## src/design/ihg_pkg.sv

```systemverilog
// Shared types and constants for the IPv4 header generator.
`timescale 1ns / 1ps
package ihg_pkg;

	localparam int HDR_WORDS = 10;
	localparam int WORD_W    = 16;
	localparam int IDX_W     = 4;
	localparam int CFG_IDX_W = 2;
	localparam int ADDR_W    = 32;
	localparam int TTL_W     = 8;

	localparam logic [IDX_W-1:0] LAST_IDX = 4'd9;
	localparam int               CSUM_POS = 5;

	localparam logic [3:0]        IP_VERSION = 4'd4;
	localparam logic [3:0]        IHL_WORDS  = 4'd5;
	localparam logic [7:0]        PROTO_UDP  = 8'd17;
	localparam logic [WORD_W-1:0] FLAGS_DF   = 16'h4000;

	localparam logic [TTL_W-1:0] TTL_RESET = 8'd64;

	// Request operations.
	localparam logic OP_UNFRAGMENTED = 1'b0;
	localparam logic OP_FRAGMENT     = 1'b1;

	// Configuration register indexes.
	localparam logic [CFG_IDX_W-1:0] CFG_SRC_ADDR     = 2'd0;
	localparam logic [CFG_IDX_W-1:0] CFG_TIME_TO_LIVE = 2'd1;

	typedef logic [HDR_WORDS-1:0][WORD_W-1:0] hdr_t;

	// One header moving between pipeline parts.
	typedef struct packed {
		logic valid;
		hdr_t words;
	} hdr_req_t;

endpackage

```

## src/design/ihg_build.sv

```systemverilog
// First pipeline stage: takes a request and lays out the ten header words.
`timescale 1ns / 1ps
module ihg_build (
	input  logic                         clk,
	input  logic                         arst_n,
	input  logic                         start,
	input  logic                         op,
	input  logic [31:0]                  dst_addr,
	input  logic [15:0]                  total_length,
	input  logic [7:0]                   service_type,
	input  logic [15:0]                  ident,
	input  logic [15:0]                  offset_bytes,
	input  logic                         more_frags,
	input  logic [ihg_pkg::ADDR_W-1:0]   src_addr,
	input  logic [ihg_pkg::TTL_W-1:0]    ttl,
	input  logic                         take,
	output logic                         busy,
	output ihg_pkg::hdr_req_t            hdr_out
);

	logic          valid_s1;
	ihg_pkg::hdr_t words_s1;
	ihg_pkg::hdr_t words_d;
	logic          accept;

	assign busy   = valid_s1 && !take;
	assign accept = start && !busy;

	always_comb begin
		words_d    = '0;
		words_d[0] = {ihg_pkg::IP_VERSION, ihg_pkg::IHL_WORDS, service_type};
		words_d[1] = total_length;
		if (op == ihg_pkg::OP_FRAGMENT) begin
			words_d[2] = ident;
			// Reserved and DF stay clear; the offset field is the byte offset in 8-byte units.
			words_d[3] = {2'b00, more_frags, offset_bytes[15:3]};
		end else begin
			words_d[2] = '0;
			words_d[3] = ihg_pkg::FLAGS_DF;
		end
		words_d[4] = {ttl, ihg_pkg::PROTO_UDP};
		words_d[ihg_pkg::CSUM_POS] = '0;
		words_d[6] = src_addr[31:16];
		words_d[7] = src_addr[15:0];
		words_d[8] = dst_addr[31:16];
		words_d[9] = dst_addr[15:0];
	end

	always_ff @(posedge clk or negedge arst_n) begin
		if (!arst_n) begin
			valid_s1 <= 1'b0;
		end else if (accept) begin
			valid_s1 <= 1'b1;
		end else if (take) begin
			valid_s1 <= 1'b0;
		end
	end

	always_ff @(posedge clk) begin
		if (accept) begin
			words_s1 <= words_d;
		end
	end

	assign hdr_out.valid = valid_s1;
	assign hdr_out.words = words_s1;

endmodule

```

## src/design/ihg_csum.sv

```systemverilog
// Checksum stages: partial sums, then the end-around-carry fold and complement.
`timescale 1ns / 1ps
module ihg_csum (
	input  logic              clk,
	input  logic              arst_n,
	input  ihg_pkg::hdr_req_t hdr_in,
	output logic              in_take,
	input  logic              out_take,
	output ihg_pkg::hdr_req_t hdr_out
);

	localparam int SUMA_W = ihg_pkg::WORD_W + 3;
	localparam int SUMB_W = ihg_pkg::WORD_W + 2;
	localparam int ACC_W  = ihg_pkg::WORD_W + 4;

	logic                        valid_s2;
	ihg_pkg::hdr_t               words_s2;
	logic [SUMA_W-1:0]           suma_s2;
	logic [SUMB_W-1:0]           sumb_s2;
	logic                        valid_s3;
	ihg_pkg::hdr_t               words_s3;
	logic                        adv_s3;
	logic [SUMA_W-1:0]           suma_d;
	logic [SUMB_W-1:0]           sumb_d;
	logic [ACC_W-1:0]            acc;
	logic [ihg_pkg::WORD_W:0]    fold1;
	logic [ihg_pkg::WORD_W-1:0]  fold2;
	ihg_pkg::hdr_t               words_d;

	assign adv_s3  = !valid_s3 || out_take;
	assign in_take = !valid_s2 || adv_s3;

	// The checksum word is zero here, so it can be left out of the sums.
	assign suma_d = {3'b000, hdr_in.words[0]} + {3'b000, hdr_in.words[1]}
		+ {3'b000, hdr_in.words[2]} + {3'b000, hdr_in.words[3]}
		+ {3'b000, hdr_in.words[4]};
	assign sumb_d = {2'b00, hdr_in.words[6]} + {2'b00, hdr_in.words[7]}
		+ {2'b00, hdr_in.words[8]} + {2'b00, hdr_in.words[9]};

	assign acc   = {1'b0, suma_s2} + {2'b00, sumb_s2};
	assign fold1 = {1'b0, acc[ihg_pkg::WORD_W-1:0]} + {13'd0, acc[ACC_W-1:ihg_pkg::WORD_W]};
	assign fold2 = fold1[ihg_pkg::WORD_W-1:0] + {15'd0, fold1[ihg_pkg::WORD_W]};

	always_comb begin
		words_d = words_s2;
		words_d[ihg_pkg::CSUM_POS] = ~fold2;
	end

	always_ff @(posedge clk or negedge arst_n) begin
		if (!arst_n) begin
			valid_s2 <= 1'b0;
			valid_s3 <= 1'b0;
		end else begin
			if (in_take) begin
				valid_s2 <= hdr_in.valid;
			end
			if (adv_s3) begin
				valid_s3 <= valid_s2;
			end
		end
	end

	always_ff @(posedge clk) begin
		if (in_take) begin
			words_s2 <= hdr_in.words;
			suma_s2  <= suma_d;
			sumb_s2  <= sumb_d;
		end
		if (adv_s3) begin
			words_s3 <= words_d;
		end
	end

	assign hdr_out.valid = valid_s3;
	assign hdr_out.words = words_s3;

	a_s3_holds: assert property (@(posedge clk) disable iff (!arst_n)
		valid_s3 && !out_take |=> valid_s3 && $stable(words_s3))
		else $error("stalled header changed in the checksum stage");

endmodule

```

## src/design/ihg_emit.sv

```systemverilog
// Word serializer: holds one finished header and sends it one word per cycle.
`timescale 1ns / 1ps
module ihg_emit (
	input  logic                          clk,
	input  logic                          arst_n,
	input  ihg_pkg::hdr_req_t             hdr_in,
	output logic                          take,
	output logic                          strobe,
	output logic [ihg_pkg::WORD_W-1:0]    header_word,
	output logic [ihg_pkg::IDX_W-1:0]     word_index,
	output logic                          last_word
);

	ihg_pkg::hdr_t                store_q;
	logic                         active_q;
	logic [ihg_pkg::IDX_W-1:0]    ptr_q;
	logic                         strobe_q;
	logic [ihg_pkg::WORD_W-1:0]   word_q;
	logic [ihg_pkg::IDX_W-1:0]    index_q;
	logic                         last_q;

	// A new header loads as the last word of the previous one leaves, so words stream gap-free.
	assign take = hdr_in.valid && (!active_q || ptr_q == ihg_pkg::LAST_IDX);

	always_ff @(posedge clk or negedge arst_n) begin
		if (!arst_n) begin
			active_q <= 1'b0;
			ptr_q    <= '0;
			strobe_q <= 1'b0;
		end else begin
			strobe_q <= active_q;
			if (active_q) begin
				if (ptr_q == ihg_pkg::LAST_IDX) begin
					ptr_q    <= '0;
					active_q <= take;
				end else begin
					ptr_q <= ptr_q + 1'b1;
				end
			end else if (take) begin
				active_q <= 1'b1;
				ptr_q    <= '0;
			end
		end
	end

	always_ff @(posedge clk) begin
		if (take) begin
			store_q <= hdr_in.words;
		end
		if (active_q) begin
			word_q  <= store_q[ptr_q];
			index_q <= ptr_q;
			last_q  <= (ptr_q == ihg_pkg::LAST_IDX);
		end
	end

	assign strobe      = strobe_q;
	assign header_word = word_q;
	assign word_index  = index_q;
	assign last_word   = last_q;

	a_ptr_range: assert property (@(posedge clk) disable iff (!arst_n)
		active_q |-> ptr_q <= ihg_pkg::LAST_IDX)
		else $error("word pointer beyond the header");

	a_words_follow: assert property (@(posedge clk) disable iff (!arst_n)
		strobe_q && !last_q |=> strobe_q && index_q == $past(index_q) + 1'b1)
		else $error("header words not sent back to back");

	a_last_index: assert property (@(posedge clk) disable iff (!arst_n)
		strobe_q && last_q |-> index_q == ihg_pkg::LAST_IDX)
		else $error("last word marked at the wrong position");

endmodule

```

## src/design/ipv4_header_generator.sv

```systemverilog
// Top level of the IPv4 header generator with configuration registers.
`timescale 1ns / 1ps
// Each request accepted (start high while busy is low) yields a 20-byte IPv4/UDP
// header as ten 16-bit words on header_word, one per cycle with strobe high, word_index
// counting 0 to 9 and last_word on the tenth. The 16-bit result port bounds the rate, as
// the serializer takes a new header only as the last word of the one before leaves; three
// more requests can wait in the build and checksum stages, and busy rises once they are
// full. Results cannot be held off by the receiver.
// Source address and TTL come from the configuration registers and should be changed
// only while no request is in flight.
module ipv4_header_generator (
	input  logic                              clk,
	input  logic                              arst_n,
	input  logic                              start,
	output logic                              busy,
	input  logic                              op,
	input  logic [31:0]                       dst_addr,
	input  logic [15:0]                       total_length,
	input  logic [7:0]                        service_type,
	input  logic [15:0]                       ident,
	input  logic [15:0]                       offset_bytes,
	input  logic                              more_frags,
	output logic                              strobe,
	output logic [15:0]                       header_word,
	output logic [3:0]                        word_index,
	output logic                              last_word,
	input  logic                              cfg_valid,
	output logic                              cfg_ready,
	input  logic [ihg_pkg::CFG_IDX_W-1:0]     cfg_index,
	input  logic [31:0]                       cfg_data
);

	logic [ihg_pkg::ADDR_W-1:0] src_addr_q;
	logic [ihg_pkg::TTL_W-1:0]  ttl_q;
	ihg_pkg::hdr_req_t          hdr_s1;
	ihg_pkg::hdr_req_t          hdr_s3;
	logic                       s1_take;
	logic                       s3_take;

	assign cfg_ready = 1'b1;

	always_ff @(posedge clk or negedge arst_n) begin
		if (!arst_n) begin
			src_addr_q <= '0;
			ttl_q      <= ihg_pkg::TTL_RESET;
		end else if (cfg_valid && cfg_ready) begin
			case (cfg_index)
				ihg_pkg::CFG_SRC_ADDR:     src_addr_q <= cfg_data;
				ihg_pkg::CFG_TIME_TO_LIVE: ttl_q <= cfg_data[ihg_pkg::TTL_W-1:0];
				default: ;
			endcase
		end
	end

	ihg_build u_build (
		.clk          (clk),
		.arst_n       (arst_n),
		.start        (start),
		.op           (op),
		.dst_addr     (dst_addr),
		.total_length (total_length),
		.service_type (service_type),
		.ident        (ident),
		.offset_bytes (offset_bytes),
		.more_frags   (more_frags),
		.src_addr     (src_addr_q),
		.ttl          (ttl_q),
		.take         (s1_take),
		.busy         (busy),
		.hdr_out      (hdr_s1)
	);

	ihg_csum u_csum (
		.clk      (clk),
		.arst_n   (arst_n),
		.hdr_in   (hdr_s1),
		.in_take  (s1_take),
		.out_take (s3_take),
		.hdr_out  (hdr_s3)
	);

	ihg_emit u_emit (
		.clk         (clk),
		.arst_n      (arst_n),
		.hdr_in      (hdr_s3),
		.take        (s3_take),
		.strobe      (strobe),
		.header_word (header_word),
		.word_index  (word_index),
		.last_word   (last_word)
	);

endmodule
```

## config.mk

```make
export PLATFORM = sky130hd
export DESIGN_NAME = ipv4_header_generator
export DESIGN_NICKNAME = d
export VERILOG_FILES = /design/src/design/ihg_pkg.sv /design/src/design/ihg_build.sv /design/src/design/ihg_csum.sv /design/src/design/ihg_emit.sv /design/src/design/ipv4_header_generator.sv
export SDC_FILE = /design/constraint.sdc
export NUM_CORES = 1
export LEC_CHECK = 0
export BUFFER_PORTS_ARGS = -buffer_cell sky130_fd_sc_hd__buf_2
export CORE_MARGIN = 10
export CORE_UTILIZATION = 51
export CTS_CLUSTER_SIZE = 25
export DETAILED_ROUTE_END_ITERATION = 7
export PLACE_DENSITY_LB_ADDON = 0.3
export SLEW_MARGIN = 25
export SYNTH_ARGS = -nofsm -noshare
export SYNTH_HDL_FRONTEND = slang
export SYNTH_SLANG_ARGS = --single-unit
```

## constraint.sdc

```tcl
create_clock -name clk -period 17.9 [get_ports clk]
set_input_delay 1.79 -clock clk [delete_from_list [all_inputs] [get_ports clk]]
set_output_delay 1.79 -clock clk [all_outputs]
set_load 0.005 [all_outputs]
```

Yosys cells after proc, flatten, opt, wreduce, memory -nomap -nowiden
Index checks and enable logic that the tools add are counted.
Cells by class
  add/sub/neg operators: 11
  magnitude comparators: 1
  eq/ne operators: 2
  mux-type cells: 11
  bitwise operators: 1
  reductions and logical operators: 16
Operator list (number)
  binary-select mux 16 bit (select 4 bit): 1
  adder 19 x 16 -> 19 bit: 3
  adder 18 x 16 -> 18 bit: 2
  two-way mux 31 bit: 1
  adder 19 x 18 -> 20 bit: 1
  adder 15 x 16 -> 17 bit: 1
  adder 16 x 16 -> 17 bit: 1
  adder 16 x 4 -> 17 bit: 1
  adder 16 x 1 -> 16 bit: 1
  two-way mux 16 bit: 1
  NOT 16 bit: 1
  two-way mux 4 bit: 3
  zero test 1 bit: 5
  less-than comparator 4 x 5 -> 1 bit (second input constant): 1
  two-way mux 1 bit: 5
  adder 4 x 1 -> 4 bit (second input constant): 1
  == test 4 bit (second input constant): 1
  AND reduction 2 bit: 2
  nonzero test 2 bit: 2
  logical AND 1 bit: 3
  logical OR 1 bit: 3
  == test 2 x 1 -> 1 bit (second input constant): 1
  zero test 2 bit: 1
Word-level totals
  flip-flop bits (word level): 651
  input port bits: 128
  output and inout bits: 24
  word-level logic and storage cells: 94

Depth between registers and ports, before layout
Gate-level depths: netlist of run 1.
  word-level depth: 10
  mapped depth: 29
  mapped depth without buffers: 29

Hierarchy
Synthesis of run 1 repeated with hierarchy kept, for this count alone.
Second synthesis, totals
  cell total of the unflattened synthesis: 1459
  area, all modules: 27769.1 sq um
Modules (own cells, without submodules)
  ihg_csum: times used 1, cells each 813, area an instance 14802.9 sq um
  ihg_emit: times used 1, cells each 357, area an instance 7111.8 sq um
  ihg_build: times used 1, cells each 202, area an instance 4330.4 sq um
  ipv4_header_generator: times used 1, cells each 87, area an instance 1524.0 sq um

Worst setup path before layout of run 1
OpenSTA, ideal clock, no wires.
  path type: register -> register
  start: register u_emit.ptr_q[1] in the netlist's numbering
  end: register u_build.words_s1, in the netlist u_build.hdr_out[0], enable pin
  library setup time: 625 ps
  data arrival time: 10960 ps
  required time: 17275 ps
  setup slack: 6315 ps
  stages on the path, launching flop included: 9
  path buffers: 1
  path through: dfrtp_1 -> clkbuf_1 -> inv_1 -> ha_1 -> nand3_1 -> and2_1 -> nand3_1 -> nor2_1 -> nor2b_1
On the way
  word-level cells in the longest chain between the ends: 9
RTL lines
  start: declaration: RTL line ihg_emit.sv:16  | logic [ihg_pkg::IDX_W-1:0] ptr_q;
  start signal: assignment: RTL line ihg_emit.sv:37  | ptr_q <= ptr_q + 1'b1;
  == test 4 bit: RTL line ihg_emit.sv:23  | assign take = hdr_in.valid && (!active_q || ptr_q == ihg_pkg::LAST_IDX);
  logical OR 1 bit: RTL line ihg_emit.sv:23
  logical AND 1 bit: RTL line ihg_emit.sv:23
  logical OR 1 bit: RTL line ihg_csum.sv:30  | assign adv_s3 = !valid_s3 || out_take;
  logical OR 1 bit: RTL line ihg_csum.sv:31  | assign in_take = !valid_s2 || adv_s3;
  via s1_take: RTL line ipv4_header_generator.sv:37  | logic s1_take;
  zero test 1 bit: RTL line ihg_build.sv:26  | assign busy = valid_s1 && !take;
  logical AND 1 bit: RTL line ihg_build.sv:26
  via busy: RTL line ipv4_header_generator.sv:15  | output logic busy,
  zero test 1 bit: RTL line ihg_build.sv:27  | assign accept = start && !busy;
  logical AND 1 bit: RTL line ihg_build.sv:27
  via u_build.accept: RTL line ihg_build.sv:24  | logic accept;
  end signal: assignment: RTL line ihg_build.sv:61  | words_s1 <= words_d;
  end: declaration: RTL line ihg_build.sv:22  | ihg_pkg::hdr_t words_s1;
The timed path passes the listed nets, and every way through them passes these cells.
A chain may end at the register's enable or synchronous reset.

==> results of run 1 <==
power by group:
group | internal, µW | switching [µW]
logic | 678 | 1030
registers | 2060 | 113
clock network | 801 | 570
registers in the layout, summed over array words and instances, names as in the netlist:
| name | flops |
|---|---|
| u_emit.strobe | 1 |
| u_emit.word_index | 4 |
| u_csum.words_d | 127 |
| u_emit.store_q | 143 |
| u_csum.sumb_s2 | 18 |
| u_emit.last_word | 1 |
| u_emit.active_q | 1 |
| u_build.hdr_out | 127 |
| src_addr_q | 32 |
| ttl_q | 8 |
| u_csum.valid_s3 | 1 |
| u_csum.hdr_out | 143 |
| u_csum.suma_s2 | 19 |
| u_emit.header_word | 16 |
| u_build.valid_s1 | 1 |
| u_csum.valid_s2 | 1 |
| u_emit.ptr_q | 4 |
metrics by stage:
stage                     total power (µW)  setup slack [ns]
after global placement                3840             11.06
after floorplan                       3420              6.32
after detailed placement              3900             10.94
after global routing                  5560             10.32
after CTS                             5290             10.89
final                                 5250             10.78
per-layer routing:
metal	up-vias	share of wire [%]	GRT usage [%]
met1	6808	41	21.5
met4	0	2.0	5.31
li1	6365	-	-
met3	73	5.2	3.30
met2	335	52	29.7
met5	-	0	0
critical path, delay by kind of cell (launching register included):
kind / cells / cell delay [ns]
AO/OA/AOI/OAI: 13 / 3.00
XOR/XNOR: 2 / 0.51
adder cells (fa/ha/maj): 3 / 1.04
buffers and inverters: 2 / 0.20
flip-flops: 1 / 0.40
AND/OR/NAND/NOR: 7 / 1.71
cells in the mapped netlist (20+ instances only):
| library cell | count |
|---|---|
| sky130_fd_sc_hd__mux2i_1 | 38 |
| sky130_fd_sc_hd__inv_1 | 174 |
| sky130_fd_sc_hd__edfxtp_1 | 598 |
| sky130_fd_sc_hd__o21ai_0 | 46 |
| sky130_fd_sc_hd__mux2_2 | 51 |
| sky130_fd_sc_hd__nor2_1 | 55 |
| sky130_fd_sc_hd__dfrtp_1 | 48 |
| sky130_fd_sc_hd__nand2_1 | 48 |
| sky130_fd_sc_hd__ha_1 | 93 |
| sky130_fd_sc_hd__xnor2_1 | 64 |
| sky130_fd_sc_hd__xor2_1 | 20 |
| sky130_fd_sc_hd__clkbuf_1 | 23 |
| sky130_fd_sc_hd__fa_1 | 44 |
| sky130_fd_sc_hd__and2_1 | 37 |
| sky130_fd_sc_hd__a21oi_1 | 52 |
path summary, 6_finish.rpt:
check,endpoint,depth (start not counted),start
hold reg to reg,u_emit.store_q[7],0,u_csum.hdr_out[7]
hold / removal,u_emit.store_q[7],0,u_csum.hdr_out[7]
setup reg to reg,u_csum.hdr_out[95],27,u_csum.sumb_s2[1]
max in group asynchronous,u_emit.ptr_q[0],2,arst_n
setup / recovery,u_csum.hdr_out[95],27,u_csum.sumb_s2[1]
min in group asynchronous,src_addr_q[15],2,arst_n
cells by family (layout without fill, tap and decap cells):
family          Yosys count  count (layout)  synth area share [%]
fa+ha+maj               137             137                  7.69
compound gates          223             223                  5.91
xor+xnor                 85              85                  2.85
flops                   647             647                  72.1
other cells               1               2                0.0141
buf+inv                 202             458                  2.89
simple gates            217             217                  4.23
mux                      97              97                  4.27
area by class of cell:
class                      count  area, µm²  area share (%)
antenna                        1       2.50         0.00822
clock buffer                  87       1900            6.23
timing repair buffer         159        855            2.81
inverter                     174        653            2.14
tap                          680        851            2.79
multi-input combinational    760       6680            21.9
sequential                   647      19200            63.0
clock inverter                38        320            1.05
==> metrics list, run 1 <==
- Once the floorplan was initialized, standard cells occupied 51.6% of the core.
- In this run the number of H-tree levels came out at 3.
* DR iter-0 viols: 914
* Die ar.: 61700 µm²
* Initial antenna violation count: 1
* Count of max-cap constraint violations: 0
* Largest vdd supply drop: 70.3 µV
- Top-Level Pins: 152
- Count of non-filler cells in the finished layout: 2546
* Chip height: 248 µm
- Before antenna repair, the detailed router went through 5 iterations.
- Number of instances in the placed design: 2419
- Of the synthesized area, sequential elements account for 72.1%.
* Number of enable-type register cells in the synthesized netlist: 598
- Static leakage: 0.0115 µW
- Number of synthesized register bits: 647
- Slowest cell on crit path: sky130_fd_sc_hd__nor4_2
* Power density of the placed cells: 172 nW/µm²
* Final Critical Period: 7.12 ns
* Vias in the first global route: 14200
- Cells taking the most area after synthesis: sky130_fd_sc_hd__edfxtp_1 68%, sky130_fd_sc_hd__dfrtp_1 4.5%, sky130_fd_sc_hd__ha_1 4.4%
- Clock-pin slew was measured on the worst setup and hold paths at 0.06 ns.
* Data arrival time at the worst-slack endpoint: 7.46 ns
- Clock tree synthesis inserted a total of 68 buffers.
- Congestion Overflow GR: 0
- Average cell area after synthesis: 16.5 µm²
- Setup repair after global routing missed its margin: false
- The first global-routing pass estimated 80300 µm of wire.
* WL/cell: 20.5 µm
- Result of the run: finished clean
* Number of nets in the final layout: 2075
- Cell type contributing the most total cell area after synthesis: sky130_fd_sc_hd__edfxtp_1
- Tightest Pin Transition: 1.02 ns
- Horizontal die dimension: 248 µm
* Critical path data required time: 18.24 ns
- Top fanout value on the critical path: 8
* Critical path startpoint category: register
- Counting the fill cells in the layout gives 3944.
- The library cell used most frequently in the layout, excluding fill and tap cells, is sky130_fd_sc_hd__edfxtp_1.
* Final Max Slew Viols: 0
* Instance area at placement: 28200 µm²
* Tightest hold margin: 0.401 ns
- Share of final-layout standard cells stronger than drive strength 1: 19.0%
* Final count of hold timing violations: 0
- Count of endpoints failing setup in the final report: 0
* Setup crit end kind: register
- Once layout is done, the placed cells without fillers occupy 30500 µm².
- The number of gates resized after CTS was 0.
- The clock drives 647 sinks.
- By startpoint and endpoint, the worst setup path is classified as register to register.
- The area growth from synthesis to layout is 14.5%.
- Input and output buffers added on the ports amount to 147.
- Summed over all failing endpoints, the final setup total negative slack is 0 ns.
- Hold_buf cts: 0
- Maximum buffer depth of the clock tree: 3
- Post-route DRC: 0
- Core footprint: 51500 µm²
* Worst hold path class: register to register
* End-of-flow core utilization: 59.1%
- Via density per instance: 5.33
- Delay of the slowest critical-path stage: 0.62 ns
- Detailed placement finished with a half-perimeter wire length of 35300 µm.
- Post-synthesis instance area: 26600 µm²
- Area share of the largest cell type after synthesis: 67.5%
* Max-slew headroom at the worst pin: 31.5%
- The top cell types in the final layout, fill and taps aside, are 598 x sky130_fd_sc_hd__edfxtp_1, 174 x sky130_fd_sc_hd__inv_1, 147 x sky130_fd_sc_hd__buf_2, 93 x sky130_fd_sc_hd__ha_1, 72 x sky130_fd_sc_hd__clkbuf_16.
- The worst register-to-register path has a setup slack of 10.78 ns.
* Most instantiated flip-flop cell in the synthesis netlist: sky130_fd_sc_hd__edfxtp_1
- Vias post-DR: 13600
* Largest clock skew in the final design: 0.0304 ns
- Gpl congestion: 0.917
* DRT antenna net count: 0
- Fmax achieved: 0.140 GHz
- Post-CTS Setup Repair Bufs: 0
- In this design, the critical path's most frequently occurring cell is sky130_fd_sc_hd__a21oi_1.
- Clock latency on the worst-skew pair, taken at its later pin, is 0.61 ns.
- Net count after synthesis: 1874
- Global-route usage over all layers: 17.2%
- Post-synth ARST share: 7.57%
* Total wire length after detailed routing: 52100 µm
- Row cnt: 83
- Counting every instance in the synthesized netlist gives 1609.
- For this run, the number of Yosys warnings is 0.
* Clock tree from TritonCTS: yes
* Netlist cell types: 75
- Buffer cell driving the clock tree root: sky130_fd_sc_hd__clkbuf_16
- Maximum number of pins on one net before global-route repair: 128
- Post-route fraction of the period consumed by the critical path: 39.8%
Note: power is estimated with default switching activity, not from simulation.
==> run 2: changes to the inputs <==
Clock period 17.9 ns to 6.9 ns, I/O delays scaled along.
==> metrics list, run 2 (same netlist as run 1, synthesis figures left out) <==
* Result of the run: finished clean
- The starting density of the core is 51.6% (unchanged).
* Slack of the critical path: 0.575 ns (-10.21 ns)
* Combinational share of power: 32.7% (about the same)
- Clock tree from TritonCTS: yes
* Met2 wire length: 26300 µm (-2.3%)
- The fmax was 0.158 GHz (+13%).
- The minimum clock period after layout was 6.32 ns (-0.795 ns).
* WL/cell: 20.2 µm (-1.4%)
- Total net switching power: 4450 µW (+160%)
- Clock latency reported for the late side of the worst-skew pair: 0.61 ns (about the same)
- Top fanout value on the critical path: 6 (-2)
- The quantity of I/O buffers inserted on ports is 147 (unchanged).
* Number of buffers added by the clock tree synthesis step: 66 (-2.9%)
* Detail Placement HPWL: 35400 µm (+0.19%)
- The clock sink count is 647 (unchanged).
- Count of endpoints failing setup in the final report: 0 (unchanged)
- In the layout the commonest cells are 598 x sky130_fd_sc_hd__edfxtp_1, 174 x sky130_fd_sc_hd__inv_1, 147 x sky130_fd_sc_hd__buf_2, 93 x sky130_fd_sc_hd__ha_1, 68 x sky130_fd_sc_hd__clkbuf_16.
* Die ar.: 61700 µm² (unchanged)
- Total negative slack: 0 ns (unchanged)
* Core footprint: 51500 µm² (unchanged)
* Post-route DRC: 0 (unchanged)
- Vias post-DR: 13400 (-1.2%)
- The final count of pins violating max slew came to 0 (unchanged).
- The number of antenna violations at the first check in global routing was 2 (+1).
- The worst setup path is of the register to register kind.
* Most frequent standard cell in the layout excluding fill and tap cells: sky130_fd_sc_hd__edfxtp_1
* Max-slew headroom at the worst pin: 28.9% (-2.6 points)
- Clock share of power: 26.5% (+0.4 points)
- Switching fraction of total power: 32.4% (-0.29 points)
- The detailed-routing wirelength on met1 is 20800 µm (-2.9%).
* Top-Level Pins: 152 (unchanged)
* Routed wire length on met3: 3070 µm (+12%)
* Power density of the placed cells: 451 nW/µm² (+160%)
- Clock-pin transition on the worst setup and hold timing paths: 0.06 ns (about the same)
- Number of nets in the final layout: 2076 (+0.048%)
- Maximum buffer depth of the clock tree: 3 (unchanged)
- First-pass detailed-route iteration total: 6 (+1)
* Row cnt: 83 (unchanged)
* Final count of hold timing violations: 0 (unchanged)
- Hold_buf cts: 0 (unchanged)
- Chip height: 248 µm (unchanged)
- Wire length of the first global-routing pass: 79400 µm (-1.1%)
- The tightest min-delay check is of the input pin to async pin type.
- The area growth from synthesis to layout was 14.6% (about the same).
- The reported max-cap violation count was 0 (unchanged).
- Cts repair resizes: 0 (unchanged)
* Post-route fraction of the period consumed by the critical path: 91.7% (+52 points)
- Maximum number of pins on one net before global-route repair: 166 (+30%)
* Setup repair after global routing missed its margin: false
* Internal power: 9300 µW (+160%)
- Largest vdd supply drop: 232 µV (+230%)
* DRT antenna net count: 0 (unchanged)
- The slew of the pin with the lowest slew margin came to 1.06 ns (+0.0384 ns).
- Crit path from: u_csum.sumb_s2[0]
- Flop pwr share: 40.8% (-0.5 points)
* Worst reg2reg path startpoint: u_csum.sumb_s2[0]
- The slowest stage of the critical path belongs to the cell sky130_fd_sc_hd__fa_1.
- Delay of the slowest critical-path stage: 0.43 ns (-0.19 ns)
- The worst hold slack after final layout was 0.240 ns (-0.160 ns).
* End-of-flow core utilization: 59.2% (about the same)
- STA classifies the critical path endpoint as a register.
- The ratio of routed vias to standard cells is 5.27 (-1.1%).
- Number of inserted filler cells in the final layout: 3918 (-0.66%)
- The static leakage was 0.0115 µW (+0.16%).
- The via count of the first global-routing pass came to 13900 (-1.5%).
- The total congestion overflow after global routing came to 0 (unchanged).
- The total power came to 13700 µW (+160%).
- The post-CTS setup repair buffer count was 0 (unchanged).
* Share of final-layout standard cells stronger than drive strength 1: 19.0% (-0.023 points)
- Worst slack, placed: 0.576 ns (-10.37 ns)
- The die boundary width came to 248 µm (unchanged).
* Number of H-tree branching levels: 3 (unchanged)
* Critical path data required time: 7.25 ns (-10.99 ns)
- Top routing layer used: met4
- Buffer cell driving the clock tree root: sky130_fd_sc_hd__clkbuf_16
- Global-route usage over all layers: 17.0% (-0.11 points)
- Gpl congestion: 0.881 (-4.0%)
* Largest clock skew in the final design: 0.0255 ns (-0.00484 ns)
* Critical path startpoint category: register
- DR iter-0 viols: 948 (+3.7%)
* Total wire length after detailed routing: 51300 µm (-1.5%)
- The arrival time at the worst endpoint was 6.67 ns (-0.79 ns).
==> run 2: cell types whose count changed in the layout (fill, tap and decap cells not counted), sizes merged <==
cell      delta
clkinv       -7
bufinv       +6
buf          +3
clkbuf       -3
diode        +2
clkinvlp     -1
inv          -1
==> run 2: power groups by stage <==
| stage | logic, µW | clock network [µW] | registers, µW |
|---|---|---|---|
| finish | 4490 | 3640 | 5610 |
| global route | 5030 | 3880 | 5680 |
| floorplan | 3220 | 0 | 5610 |
| CTS | 4540 | 3720 | 5620 |
| global placement | 4430 | 0 | 5670 |
| detailed placement | 4510 | 0 | 5700 |
==> run 2: critical path, delay by kind of cell, from the launching register on <==
kind	cells	cell delay (ns)
flops	1	0.34
buf+inv	3	0.20
simple gates	8	1.35
fa+ha+maj	5	1.47
compound gates	11	2.33
xor+xnor	2	0.37
==> run 2: worst paths after layout <==
path                                        end  slack (ns)  cells after the start
max                          u_csum.hdr_out[95]        0.58                     29
min                              src_addr_q[15]        0.24                      2
max reg2reg                  u_csum.hdr_out[95]        0.58                     29
min reg2reg                  u_emit.store_q[55]        0.40                      0
max in group asynchronous       u_emit.ptr_q[0]        6.05                      2
min in group clk           u_build.hdr_out[141]        0.26                      1
==> run 2: cell type report <==
cell class / instances / area, µm² / share of cell area (%)
diodes: 3 / 7.51 / 0.0246
flip-flops and latches: 647 / 19200 / 63.0
multi-input cells: 760 / 6680 / 21.9
clock buffers: 84 / 1810 / 5.94
clock inverters: 35 / 418 / 1.37
repair buffers: 162 / 865 / 2.84
well taps: 680 / 851 / 2.79
inverters: 174 / 653 / 2.14
==> run 2: through the flow <==
step | cell area, µm² | instances
3_5_place_dp | 28200 | 2423
5_1_grt | 30500 | 2544
4_1_cts | 30500 | 2542
2_1_floorplan | 26600 | 1609
3_3_place_gp | 28200 | 2423
6_report | 30500 | 2545
==> run 2: metal layers <==
metal / up-vias / GRT usage (%)
met5: - / 0
met4: 0 / 5.92
met3: 65 / 3.33
met2: 362 / 29.4
met1: 6643 / 21.2
li1: 6353 / -
==> run 3: changes to the inputs <==
Settings changed: GPL_TIMING_DRIVEN from default to 0.
==> metrics list, run 3 (same netlist as run 1, synthesis figures left out) <==
- Start-to-end type of the worst setup path: register to register
* Maximum number of pins on one net before global-route repair: 54 (-67%)
- Length in cells of the worst reg-to-reg path: 28 (-3.4%)
- DRT antenna net count: 0 (unchanged)
* Total Power Consumption: 14000 µW (+1.5%)
* Setup slack on the worst flop-to-flop path: 0.44 ns (-0.13 ns)
* Hold_buf cts: 0 (unchanged)
- The area taken by flip-flops and latches is 19200 µm² (about the same).
* Number of buffers added by the clock tree synthesis step: 69 (+4.5%)
- Gpl congestion: 0.876 (-0.47%)
- The run finished with clean final reports.
- Power density of the placed cells: 451 nW/µm² (about the same)
* Vias post-DR: 13700 (+2.3%)
* Most frequent standard cell in the layout excluding fill and tap cells: sky130_fd_sc_hd__edfxtp_1
- The clock sink count is 647 (unchanged).
- Die ar.: 61700 µm² (unchanged)
- WL/cell: 21.4 µm (+5.9%)
- Data arrival time at the worst-slack endpoint: 6.80 ns (+0.13 ns)
- The number of detailed-routing iterations run before antenna repair was 5 (-1).
* Tightest Pin Transition: 1.09 ns (+0.0305 ns)
* Combined area of the multi-input logic cells: 6740 µm² (+0.86%)
* Top-Level Pins: 152 (unchanged)
- Total wire length after detailed routing: 55100 µm (+7.3%)
- Switching fraction of total power: 33.1% (+0.68 points)
* Core footprint: 51500 µm² (unchanged)
- The hold violation total from the final report is 0 (unchanged).
- Crit path from: u_csum.sumb_s2[4]
- Buffer cell driving the clock tree root: sky130_fd_sc_hd__clkbuf_16
- In this run the critical register-to-register path is launched from u_csum.sumb_s2[4].
* Congestion Overflow GR: 0 (unchanged)
- Fmax achieved: 0.155 GHz (-2.0%)
- Maximum buffer depth of the clock tree: 3 (unchanged)
- The number of antenna cells inserted was 0 (-3).
- Initial antenna violation count: 1 (-1)
- The share of total power in sequential cells was 40.0% (-0.8 points).
- The ratio of routed vias to standard cells is 5.33 (+1.0%).
- Number of H-tree branching levels: 3 (unchanged)
* Max-slew headroom at the worst pin: 27.1% (-1.8 points)
* Total net switching power: 4610 µW (+3.7%)
- Relative to the synthesized area, the layout overhead comes to 16.4%.
- Largest vdd supply drop: 241 µV (+3.9%)
* Vias in the first global route: 14400 (+3.2%)
- The global-route wire length before repair was 83400 µm (+5.0%).
- The tightest min-delay check is of the input pin to async pin type.
* Clock share of power: 26.6% (about the same)
- The worst setup skew after layout is 0.0298 ns (+0.00426 ns).
- The total setup violations reported at the end of the flow was 0 (unchanged).
* Detail Placement HPWL: 39500 µm (+11%)
- The static leakage was 0.0117 µW (+1.6%).
* Setup crit end kind: register
- The top cell types in the final layout, fill and taps aside, are 598 x sky130_fd_sc_hd__edfxtp_1, 174 x sky130_fd_sc_hd__inv_1, 147 x sky130_fd_sc_hd__buf_2, 93 x sky130_fd_sc_hd__ha_1, 69 x sky130_fd_sc_hd__clkbuf_16.
- The insertion delay to the later sink of the worst-skew pair came to 0.62 ns (about the same).
* Starting density of the core: 51.6% (unchanged)
* Setup repair after global routing missed its margin: false
* DR iter-0 viols: 1365 (+44%)
- The maximum net fanout on the critical path came to 7 (+1).
- Number of nets in the final layout: 2111 (+1.7%)
- The total DRC errors in the routed layout was 0 (unchanged).
- The minimum clock period after layout is 6.46 ns (+0.130 ns).
* Count of max-cap constraint violations: 0 (unchanged)
- Critical R2R Capture: u_csum.hdr_out[95]
- The die boundary width is 248 µm (unchanged).
* Critical path data required time: 7.25 ns (about the same)
- The final period utilization came to 93.6% (+1.9 points).
* Clock-pin transition on the worst setup and hold timing paths: 0.06 ns (about the same)
- The share of the core filled with cells is 60.1% (+0.94 points).
* Global-route usage over all layers: 18.1% (+1.1 points)
- The number of filler instances in the final layout was 3873 (-1.1%).
- The part of the power in combinational logic came to 33.4% (+0.7 points).
- Final Max Slew Viols: 0 (unchanged)
- Delay of the slowest critical-path stage: 0.47 ns (+0.04 ns)
* Chip height: 248 µm (unchanged)
- The slowest stage of the critical path is the sky130_fd_sc_hd__fa_1 cell.
- STA classifies the critical path startpoint as a register.
* Clock tree from TritonCTS: yes
* Row cnt: 83 (unchanged)
- Number of buffers inserted by port buffering: 147 (unchanged)
- The internal cell power was 9340 µW (+0.48%).
* Share of final-layout standard cells stronger than drive strength 1: 19.8% (+0.80 points)
==> run 3: area by class of cell <==
cell class                 count  share of cell area, %
sequential                   647                   62.0
multi-input combinational    760                   21.8
clock buffer                  85                   6.00
timing repair buffer         166                   3.51
tap                          680                   2.75
inverter                     174                   2.11
clock inverter                38                   1.51
buffer                        28                  0.380
==> run 3: stage by stage <==
| step | hold WS (ns) | worst slack, ns | TNS, ns | instances | instance area, µm² |
|---|---|---|---|---|---|
| final | 0.150 | 0.445 | 0 | 2578 | 31000 |
| after global routing | 0.193 | 0.0139 | 0 | 2578 | 31000 |
| after CTS | 0.156 | 0.0468 | 0 | 2576 | 30900 |
| after detailed placement | 0.405 | -0.365 | -1.15 | 2453 | 28600 |
| after global placement | 0.400 | -1.39 | -201.01 | 2436 | 28200 |
| after floorplan | 0.394 | 1.01 | 0 | 1609 | 26600 |
==> run 3: power groups by stage <==
stage | Sequential [µW] | Clock (µW) | Combinational (µW)
after floorplan | 5610 | 0 | 3220
after global placement | 5750 | 0 | 4360
after detailed placement | 5660 | 0 | 4590
after CTS | 5590 | 3780 | 4670
after global routing | 5640 | 3960 | 5150
final | 5580 | 3720 | 4660
==> run 3: layer usage <==
layer	vias to the layer above	GRT usage (%)	wire length, µm
li1	6433	-	-
met4	0	6.49	1660
met5	-	0	0
met2	387	30.5	27900
met1	6825	22.9	22200
met3	92	3.79	3320
==> run 3: worst max-delay path by stage <==
stage / to / depth (start not counted)
2_1_floorplan: u_build.hdr_out[0] / 8
3_3_place_gp: u_build.hdr_out[107] / 8
3_5_place_dp: u_csum.hdr_out[95] / 28
4_1_cts: u_csum.hdr_out[95] / 28
5_1_grt: u_csum.hdr_out[95] / 28
6_report: u_csum.hdr_out[95] / 28
==> run 3: what timing repair did <==
item | in CTS | in global routing
endpoints found under the setup margin | 5 | 5
hold endpoints to repair | 0 | 0
setup buffers | 0 | 2
gates resized for setup | 4 | 7
pin swaps | 0 | 4
==> run 3: critical path, delay by kind of cell (launching register included) <==
family                   cells  cell delay (ns)
AO/OA/AOI/OAI               13             2.71
XOR/XNOR                     2             0.44
adder cells (fa/ha/maj)      3             0.98
buffers and inverters        3             0.35
flip-flops                   1             0.43
AND/OR/NAND/NOR              7             1.29
